## src/hw/rtl/sid_pkg.sv

```systemverilog
// ----------------------------------------------------------------------------
// sid_pkg
// Shared types and constants for the signed integer divider: operand width,
// request and response structs, cell control and controller states.
// ----------------------------------------------------------------------------
package sid_pkg;

    localparam int SID_WIDTH = 32;
    localparam int SID_CNT_W = $clog2(SID_WIDTH);
    localparam logic [SID_CNT_W-1:0] SID_LAST_STEP = SID_CNT_W'(SID_WIDTH - 1);

    typedef struct packed {
        logic signed [SID_WIDTH-1:0] dividend;
        logic signed [SID_WIDTH-1:0] divisor;
    } sid_req_t;

    typedef struct packed {
        logic signed [SID_WIDTH-1:0] quotient;
        logic                        overflow;
        logic                        divide_by_zero;
    } sid_rsp_t;

    typedef struct packed {
        logic load;
        logic step;
        logic take;
    } sid_ctrl_t;

    typedef enum logic [1:0] {
        SID_IDLE,
        SID_RUN,
        SID_FINISH
    } sid_state_t;

endpackage

```

## src/hw/rtl/sid_cell.sv

```systemverilog
// ----------------------------------------------------------------------------
// sid_cell
// One bit slice of the divider: a remainder bit, a dividend/quotient bit and
// a divisor bit, with one stage of the trial-subtract borrow chain.
// ----------------------------------------------------------------------------
module sid_cell
    import sid_pkg::*;
(
    input  logic      clk,
    input  sid_ctrl_t ctrl,
    input  logic      load_q,
    input  logic      load_d,
    input  logic      rem_in,
    input  logic      q_in,
    input  logic      borrow_in,
    output logic      borrow_out,
    output logic      rem_bit,
    output logic      q_bit
);

    logic rem_reg;
    logic rem_next;
    logic q_reg;
    logic q_next;
    logic d_reg;
    logic d_next;
    logic diff;

    // trial subtract of the shifted remainder bit
    assign diff       = rem_in ^ d_reg ^ borrow_in;
    assign borrow_out = (~rem_in & d_reg) | (~(rem_in ^ d_reg) & borrow_in);

    always_comb
    begin
        rem_next = rem_reg;
        q_next   = q_reg;
        d_next   = d_reg;
        if (ctrl.load)
        begin
            rem_next = 1'b0;
            q_next   = load_q;
            d_next   = load_d;
        end
        else if (ctrl.step)
        begin
            rem_next = ctrl.take ? diff : rem_in;
            q_next   = q_in;
        end
    end

    always_ff @(posedge clk)
    begin
        rem_reg <= rem_next;
        q_reg   <= q_next;
        d_reg   <= d_next;
    end

    assign rem_bit = rem_reg;
    assign q_bit   = q_reg;

endmodule

```

## src/hw/rtl/signed_int_divider.sv

```systemverilog
// ----------------------------------------------------------------------------
// signed_int_divider
// Signed 32-bit divider, quotient truncated toward zero, restoring
// shift-subtract over a row of bit-slice cells.
// ----------------------------------------------------------------------------
// sequence: after acceptance the 32 cell steps run (one quotient bit per
// cycle), then the FINISH state applies sign and saturation and loads the
// result register; busy holds off new requests until the result is shown.
// zero divisor: result in the cycle after acceptance, next request at once.
// reset clears the controller and the done strobe; the receiver cannot stall.
module signed_int_divider
    import sid_pkg::*;
(
    input  logic     clk,
    input  logic     rst_n,
    input  logic     start,
    output logic     busy,
    input  sid_req_t req,
    output logic     done,
    output sid_rsp_t rsp
);

    sid_state_t state_reg;
    sid_state_t state_next;
    logic [SID_CNT_W-1:0] cnt_reg;
    logic [SID_CNT_W-1:0] cnt_next;
    logic neg_reg;
    logic neg_next;
    logic done_reg;
    logic done_next;
    sid_rsp_t rsp_reg;
    sid_rsp_t rsp_next;

    sid_ctrl_t ctrl;
    logic accept;
    logic [SID_WIDTH-1:0] a_bits;
    logic [SID_WIDTH-1:0] b_bits;
    logic [SID_WIDTH-1:0] mag_a;
    logic [SID_WIDTH-1:0] mag_b;
    logic [SID_WIDTH-1:0] rem_bits;
    logic [SID_WIDTH-1:0] q_bits;
    logic [SID_WIDTH-1:0] rem_shift;
    logic [SID_WIDTH-1:0] q_shift;
    logic [SID_WIDTH:0]   borrow;

    assign a_bits = req.dividend;
    assign b_bits = req.divisor;
    assign mag_a  = a_bits[SID_WIDTH-1] ? (~a_bits + 1'b1) : a_bits;
    assign mag_b  = b_bits[SID_WIDTH-1] ? (~b_bits + 1'b1) : b_bits;

    assign accept = start && (state_reg == SID_IDLE);

    // chain wiring: remainder takes the top dividend bit, quotient the decision
    assign rem_shift = {rem_bits[SID_WIDTH-2:0], q_bits[SID_WIDTH-1]};
    assign q_shift   = {q_bits[SID_WIDTH-2:0], ctrl.take};
    assign borrow[0] = 1'b0;

    generate
        for (genvar i = 0; i < SID_WIDTH; i++)
        begin : g_cell
            sid_cell u_cell (
                .clk        (clk),
                .ctrl       (ctrl),
                .load_q     (mag_a[i]),
                .load_d     (mag_b[i]),
                .rem_in     (rem_shift[i]),
                .q_in       (q_shift[i]),
                .borrow_in  (borrow[i]),
                .borrow_out (borrow[i+1]),
                .rem_bit    (rem_bits[i]),
                .q_bit      (q_bits[i])
            );
        end
    endgenerate

    always_comb
    begin
        state_next = state_reg;
        cnt_next   = cnt_reg;
        neg_next   = neg_reg;
        done_next  = 1'b0;
        rsp_next   = rsp_reg;
        ctrl.load  = 1'b0;
        ctrl.step  = 1'b0;
        ctrl.take  = ~borrow[SID_WIDTH];
        unique case (state_reg)
            SID_IDLE:
            begin
                if (accept)
                begin
                    if (b_bits == '0)
                    begin
                        done_next               = 1'b1;
                        rsp_next.quotient       = '0;
                        rsp_next.overflow       = 1'b0;
                        rsp_next.divide_by_zero = 1'b1;
                    end
                    else
                    begin
                        ctrl.load  = 1'b1;
                        neg_next   = a_bits[SID_WIDTH-1] ^ b_bits[SID_WIDTH-1];
                        cnt_next   = SID_LAST_STEP;
                        state_next = SID_RUN;
                    end
                end
            end
            SID_RUN:
            begin
                ctrl.step = 1'b1;
                cnt_next  = cnt_reg - 1'b1;
                if (cnt_reg == '0)
                begin
                    state_next = SID_FINISH;
                end
            end
            SID_FINISH:
            begin
                done_next               = 1'b1;
                rsp_next.divide_by_zero = 1'b0;
                if (neg_reg)
                begin
                    rsp_next.quotient = signed'(~q_bits + 1'b1);
                    rsp_next.overflow = 1'b0;
                end
                else if (q_bits[SID_WIDTH-1])
                begin
                    // only the most negative value over minus one lands here
                    rsp_next.quotient = signed'({1'b0, {(SID_WIDTH-1){1'b1}}});
                    rsp_next.overflow = 1'b1;
                end
                else
                begin
                    rsp_next.quotient = signed'(q_bits);
                    rsp_next.overflow = 1'b0;
                end
                state_next = SID_IDLE;
            end
            default:
            begin
                state_next = SID_IDLE;
            end
        endcase
    end

    always_ff @(posedge clk or negedge rst_n)
    begin
        if (!rst_n)
        begin
            state_reg <= SID_IDLE;
            done_reg  <= 1'b0;
        end
        else
        begin
            state_reg <= state_next;
            done_reg  <= done_next;
        end
    end

    always_ff @(posedge clk)
    begin
        cnt_reg <= cnt_next;
        neg_reg <= neg_next;
        rsp_reg <= rsp_next;
    end

    assign busy = (state_reg != SID_IDLE);
    assign done = done_reg;
    assign rsp  = rsp_reg;

    a_done_idle: assert property (@(posedge clk) disable iff (!rst_n)
        done |-> !busy)
        else $error("result shown while divider still running");

    a_flags_exclusive: assert property (@(posedge clk) disable iff (!rst_n)
        done |-> !(rsp.overflow && rsp.divide_by_zero))
        else $error("overflow and divide by zero raised together");

    a_dbz_zero: assert property (@(posedge clk) disable iff (!rst_n)
        (done && rsp.divide_by_zero) |-> (rsp.quotient == '0))
        else $error("zero divisor result has nonzero quotient");

    a_start_runs: assert property (@(posedge clk) disable iff (!rst_n)
        (start && !busy && (req.divisor != '0)) |=> (busy && !done))
        else $error("accepted request did not start the cell chain");

endmodule

```

## config.mk

```make
export PLATFORM = sky130hd
export DESIGN_NAME = signed_int_divider
export DESIGN_NICKNAME = d
export VERILOG_FILES = /design/src/hw/rtl/sid_pkg.sv /design/src/hw/rtl/sid_cell.sv /design/src/hw/rtl/signed_int_divider.sv
export SDC_FILE = /design/constraint.sdc
export NUM_CORES = 1
export LEC_CHECK = 0
export BUFFER_PORTS_ARGS = -buffer_cell sky130_fd_sc_hd__buf_2
export CAP_MARGIN = 20
export CORE_MARGIN = 2
export CORE_UTILIZATION = 54
export CTS_CLUSTER_DIAMETER = 200
export DETAILED_ROUTE_END_ITERATION = 16
export GPL_TIMING_DRIVEN = 0
export MAX_ROUTING_LAYER = met4
export PLACE_DENSITY = 0.75
export SLEW_MARGIN = 15
export SYNTH_ARGS = -nofsm -noshare
export SYNTH_HDL_FRONTEND = slang
export SYNTH_SLANG_ARGS = --single-unit
```

## constraint.sdc

```tcl
create_clock -name clk -period 19.8 [get_ports clk]
set_input_delay 3.96 -clock clk [delete_from_list [all_inputs] [get_ports clk]]
set_output_delay 3.96 -clock clk [all_outputs]
set_load 0.02 [all_outputs]
```

[Yosys cells after proc, flatten, opt, wreduce, memory -nomap -nowiden]
Index checks and enable logic that the tools add are counted.
Storage, ports and cells
  logic and storage cells: 465
  register bits after elaboration: 138
  output and inout port bits: 36
  input port bits: 67
Operators by class
  muxes and demuxes: 116
  bitwise operators: 225
  reductions and logical operators: 12
  add/sub/neg operators: 4
  eq/ne operators: 6
Operator list (count)
  $mux W1: 101
  $add A32 B1 Y32 const B: 3
  $not A32 Y32: 3
  $mux W34: 2
  $pmux W34 S2: 1
  $not A1 Y1: 65
  $mux W32: 2
  $and A1 B1 Y1: 63
  $xor A1 B1 Y1: 63
  $mux W33: 1
  $logic_not A32 Y1: 1
  $mux W31: 1
  $or A1 B1 Y1: 31
  $reduce_and A3 Y1: 4
  $mux W5: 2
  $pmux W5 S2: 1
  $reduce_bool A2 Y1: 4
  $mux W2: 3
  $ne A2 B2 Y1 const B: 3
  $logic_not A5 Y1: 1
  $sub A5 B1 Y5 const B: 1
  $pmux W2 S2: 1
  $eq A2 B1 Y1 const B: 1
  $eq A2 B2 Y1 const B: 1
  other kinds (4): 4

[Depth between registers and ports, before layout]
  depth in word-level cells: 67
  depth in mapped cells: 39
  depth with buffers taken out: 38

[Modules after synthesis]
Synthesis repeated with hierarchy kept, for this count alone.
Unflattened totals
  cells, all modules: 829
  area total of the unflattened synthesis: 8780.9 µm²
By module, submodules not included
  sid_cell: area each 155.1 µm², instances 32, cells each 12, seq. area each 80.1 µm²
  signed_int_divider: area each 3816.2 µm², instances 1, cells each 445, seq. area each 1276.2 µm²

[Worst setup path after synthesis]
OpenSTA, ideal clock, no wires.
  path type: flip-flop to flip-flop
  start point: reg g_cell[31].u_cell.q_reg
  end point: reg g_cell[0].u_cell.rem_reg
  arrival: 12.765 ns
  setup time: 0.153 ns
  path slack: 6.882 ns
  period minus slack after synthesis: 12.918 ns
  cell stages (with the launch flop): 40
  path buffers: 1
  required time: 19.647 ns
  path through: edfxtp_1 inv_1 ha_1 inv_1 fa_1 inv_1 fa_1 fa_1 fa_1 fa_1 fa_1 fa_1 fa_1 fa_1 fa_1 fa_1 fa_1 fa_1 [4 not listed] fa_1 fa_1 fa_1 fa_1 fa_1 fa_1 fa_1 fa_1 fa_1 fa_1 fa_1 fa_1 fa_1 a21oi_1 clkbuf_1 nand2_1 o211ai_1 a21oi_1
On the way
  cells in the longest elaborated chain, start to end: 65
  elaborated cells on any way between the ends: 66
  those cells by class: mux (1); bitwise (65)
Ends and longest elaborated chain
  from (decl): line sid_cell.sv:23  | logic q_reg;
  from (signal assigned): line sid_cell.sv:54  | q_reg <= q_next;
  $not A1 Y1: line sid_cell.sv:31  | assign borrow_out = (~rem_in & d_reg) | (~(rem_in ^ d_reg) & borrow_in);
  $and A1 B1 Y1 (2 in series): line sid_cell.sv:31
  $or A1 B1 Y1: line sid_cell.sv:31
  $and A1 B1 Y1: line sid_cell.sv:31
  $or A1 B1 Y1: line sid_cell.sv:31
  $and A1 B1 Y1: line sid_cell.sv:31
  $or A1 B1 Y1: line sid_cell.sv:31
  $and A1 B1 Y1: line sid_cell.sv:31
  [48 not listed]
  $or A1 B1 Y1: line sid_cell.sv:31
  $and A1 B1 Y1: line sid_cell.sv:31
  $or A1 B1 Y1: line sid_cell.sv:31
  $and A1 B1 Y1: line sid_cell.sv:31
  $or A1 B1 Y1: line sid_cell.sv:31
  $and A1 B1 Y1: line sid_cell.sv:31
  $or A1 B1 Y1: line sid_cell.sv:31
  $mux W1 *: line sid_cell.sv:46  | rem_next = ctrl.take ? diff : rem_in;
  to (signal assigned): line sid_cell.sv:53  | rem_reg <= rem_next;
  to (decl): line sid_cell.sv:21  | logic rem_reg;
Every way passes the cells marked *; elsewhere a longest branch is shown, timed or not.
A chain may end at the register's enable or synchronous reset.

[Final worst setup path]
  start point: reg g_cell[31].u_cell.q_reg
  end point: reg g_cell[20].u_cell.rem_reg
On the way
  cells in the longest elaborated chain, start to end: 65
  elaborated cells on any way between the ends: 66
  those cells by class: mux (1); bitwise (65)
Ends and longest elaborated chain (line)
  $not A1 Y1 *: sid_cell.sv:31
  $and A1 B1 Y1 * (2 in series): sid_cell.sv:31
  $or A1 B1 Y1 *: sid_cell.sv:31
  $and A1 B1 Y1 *: sid_cell.sv:31
  $or A1 B1 Y1 *: sid_cell.sv:31
  $and A1 B1 Y1 *: sid_cell.sv:31
  $or A1 B1 Y1 *: sid_cell.sv:31
  $and A1 B1 Y1 *: sid_cell.sv:31
  [48 not listed]
  $or A1 B1 Y1: sid_cell.sv:31
  $and A1 B1 Y1: sid_cell.sv:31
  $or A1 B1 Y1: sid_cell.sv:31
  $and A1 B1 Y1: sid_cell.sv:31
  $or A1 B1 Y1: sid_cell.sv:31
  $and A1 B1 Y1: sid_cell.sv:31
  $or A1 B1 Y1: sid_cell.sv:31
  $mux W1 *: sid_cell.sv:46
  to (signal assigned): sid_cell.sv:53
  to (decl): sid_cell.sv:21
Marked as above.

==> out/results.tsv <==
metric	value	unit
yosys-top-cells-area	edfxtp_1 (38%), dfxtp_1 (7.6%), fa_1 (7.4%)	
place.gp.congestion	0.978	
synth_warnings	0	
die_w	127	um
finalCritPeriodShare	71.3	%
final_cells	1117	
antenna_found_initial	2	
dieArea	0.0161	mm^2
synth-seq-cells	138	
io_buffers	100	
hold_viol_final	0	
arrival	14.40	ns
status	finished clean	
dp_cells	1083	
synthesis.nets	901	
clock_path_buffers	2	
grt_max_degree	43	
seq_area_frac_synth	46.8	%
tightest_slew	0.863	ns
wirelength	18.4	mm
setup_viol_count_final	0	
clock_sinks	138	
drc_errors	0	
die_h	127	um
crit_start	g_cell[31].u_cell.q_bit$_DFFE_PP_	
setup.worst_path.end_class	flip-flop	
fin_nets	1021	
slew_viol_final	0	
post-cts-setup-buffers	0	
rrSetupSlack	5.68	ns
drive_above_1_share	17.9	%
area_growth	16.5	%
avgSynthCellArea	10.2	um^2
cpMostUsedCell	fa_1	
rows	44	
slew_headroom	42.5	%
crit_fanout	10	
startpoint_type	flip-flop	
post_cts_resized	0	
power.density	142	mW/mm^2
start_util	55.8	%
setup_tns	0	ns
vias_per_cell	5.68	
drt_iter0_markers	565	
grt_pass1_wl	30.7	mm
cts-root-buf	clkbuf_16	
largest_reg_flops	34	
grt_use_total	24.7	%
cts_tree	built	
fin_crit	14.12	ns
post-synth-top-area-fraction	38.2	%
fmax	0.0708	GHz
slowest_stage	a21oi_1	
cts_made_buffers	17	
preCtsSetupSlack	5.82	ns
regToRegStartpoint	g_cell[31].u_cell.q_bit$_DFFE_PP_	
firstDrtPassIters	5	
leakage	3.61	nW
clk_latency	0.42	ns
ys_types	49	
fin_util	65.0	%
skew	0.0105	ns
whs	0.464	ns
grt_pass1_vias	6142	
worst_slack	5.68	ns
crit_type	reg2reg	
core	0.0146	mm^2
hpwl	13.7	mm
htree_levels	4	
crit_path_end	g_cell[20].u_cell.rem_bit$_SDFFE_PP0P_	
vdd_drop_max	0.0776	mV
critPathRequiredTime	20.07	ns
maxCapViolCount	0	
ios	103	
grt-ovfl-total	0	
syn_area	0.00817	mm^2
wire_per_inst	16.4	um
num_vias	6350	
cpPeakStageDelay	0.49	ns
antenna_left	0	
hold_class	reg2reg	
hold_buffers	0	
clkTransAtPathRegs	0.06	ns
rsz0062_at_grt	false	
r2r_cells	39	
r2r_end	g_cell[20].u_cell.rem_bit$_SDFFE_PP0P_	
netlist_instances	798	
yosys.area.top_type	edfxtp_1	
-- power breakdown --
part	total (mW)	leakage [nW]	switching (mW)	internal, mW
Combinational	0.516	2.00	0.299	0.218
Sequential	0.525	1.32	0.0900	0.435
Clock	0.311	0.284	0.125	0.186
Total	1.35	3.61	0.514	0.839
-- metal layers --
metal / track usage [%] / part of all wire, % / vias up
met4: 8.08 / 2.0 / 0
met1: 31.3 / 44 / 2991
met3: 4.94 / 5.1 / 25
met5: - / 0 / -
li1: - / - / 3122
met2: 40.4 / 49 / 212
-- cells by family (layout without fill, tap and decap cells) --
group,count (synthesis),in the layout,synth area share [%]
xor+xnor,88,88,9.44
fa+ha+maj,36,36,8.27
buf+inv,91,224,4.53
simple gates,233,233,14.6
flops,138,138,46.8
other cells,0,2,0
compound gates,205,205,15.3
mux,7,7,1.12
-- Yosys cell counts, drive strengths merged --
master and instances:
edfxtp 104, nand2 89, a21oi 86, o21ai 49, xor2 48, inv 46, nor2 42, xnor2 40
dfxtp 31, clkbuf 30, fa 30, o211ai 30, nor3 22, nor4 21, o41ai 20, buf 15
nand3 13, o31ai 13, nand2b 10, or3 9, or4 8, ha 6, mux2 5, nand4b 4
or2 4, dfrtp 3, nand4 3, nor2b 3, mux2i 2, nand3b 2, o31a 2, a211oi 1
a21o 1, a311oi 1, and3 1, nor3b 1, nor4b 1, o21a 1, o22ai 1
-- layout by cell type, fill, tap and decap left out, types with 4 or more instances in the layout --
cell type	instances
nor2_1	42
or3_1	9
fa_1	30
clkbuf_16	17
nand4b_1	4
o31ai_1	13
nor4_1	15
o41ai_1	18
o21ai_0	46
clkinv_2	4
mux2_4	4
nand3_1	13
nor3_1	22
clkinv_4	6
or2_2	4
clkbuf_1	31
ha_1	6
or4_1	6
xor2_1	48
buf_1	4
nand2b_1	9
o211ai_1	30
nand2_1	88
inv_1	46
edfxtp_1	104
xnor2_1	40
a21oi_1	86
dfxtp_1	31
buf_2	108
-- critical path, delay by kind of cell (launching register included) --
kind / cells / cell delay [ns]
AOI/OAI and AO/OA: 3 / 0.70
adders and majority gates: 31 / 11.94
buffers and inverters: 4 / 0.75
DFF: 1 / 0.46
and+or+nand+nor: 1 / 0.12
-- worst min path at each step --
stage | from | endpoint | slack [ns] | cells after the start
finish | g_cell[30].u_cell.rem_bit$_SDFFE_PP0P_ | g_cell[30].u_cell.rem_bit$_SDFFE_PP0P_ | 0.46 | 2
global route | g_cell[22].u_cell.rem_bit$_SDFFE_PP0P_ | g_cell[22].u_cell.rem_bit$_SDFFE_PP0P_ | 0.48 | 2
CTS | g_cell[30].u_cell.rem_bit$_SDFFE_PP0P_ | g_cell[30].u_cell.rem_bit$_SDFFE_PP0P_ | 0.46 | 2
detailed placement | g_cell[30].u_cell.rem_bit$_SDFFE_PP0P_ | g_cell[30].u_cell.rem_bit$_SDFFE_PP0P_ | 0.45 | 2
global placement | g_cell[30].u_cell.rem_bit$_SDFFE_PP0P_ | g_cell[30].u_cell.rem_bit$_SDFFE_PP0P_ | 0.44 | 2
floorplan | g_cell[30].u_cell.rem_bit$_SDFFE_PP0P_ | g_cell[30].u_cell.rem_bit$_SDFFE_PP0P_ | 0.43 | 2
-- cell type report --
| cell class | instances | area [um^2] |
|---|---|---|
| multi-input combinational | 569 | 3990 |
| buffer | 45 | 198 |
| clock inverter | 14 | 149 |
| sequential | 138 | 3820 |
| antenna | 2 | 5.00 |
| timing repair buffer | 101 | 520 |
| clock buffer | 18 | 429 |
| fill | 1194 | 5130 |
| tap | 184 | 230 |
| inverter | 46 | 173 |
-- stage by stage --
step                      cell area [um^2]  power, mW
after floorplan                       8170      0.900
after global placement                8900       1.02
after detailed placement              8930       1.04
after CTS                             9510       1.35
after global routing                  9520       1.46
final                                 9520       1.35
(Power assumes the default switching activity.)
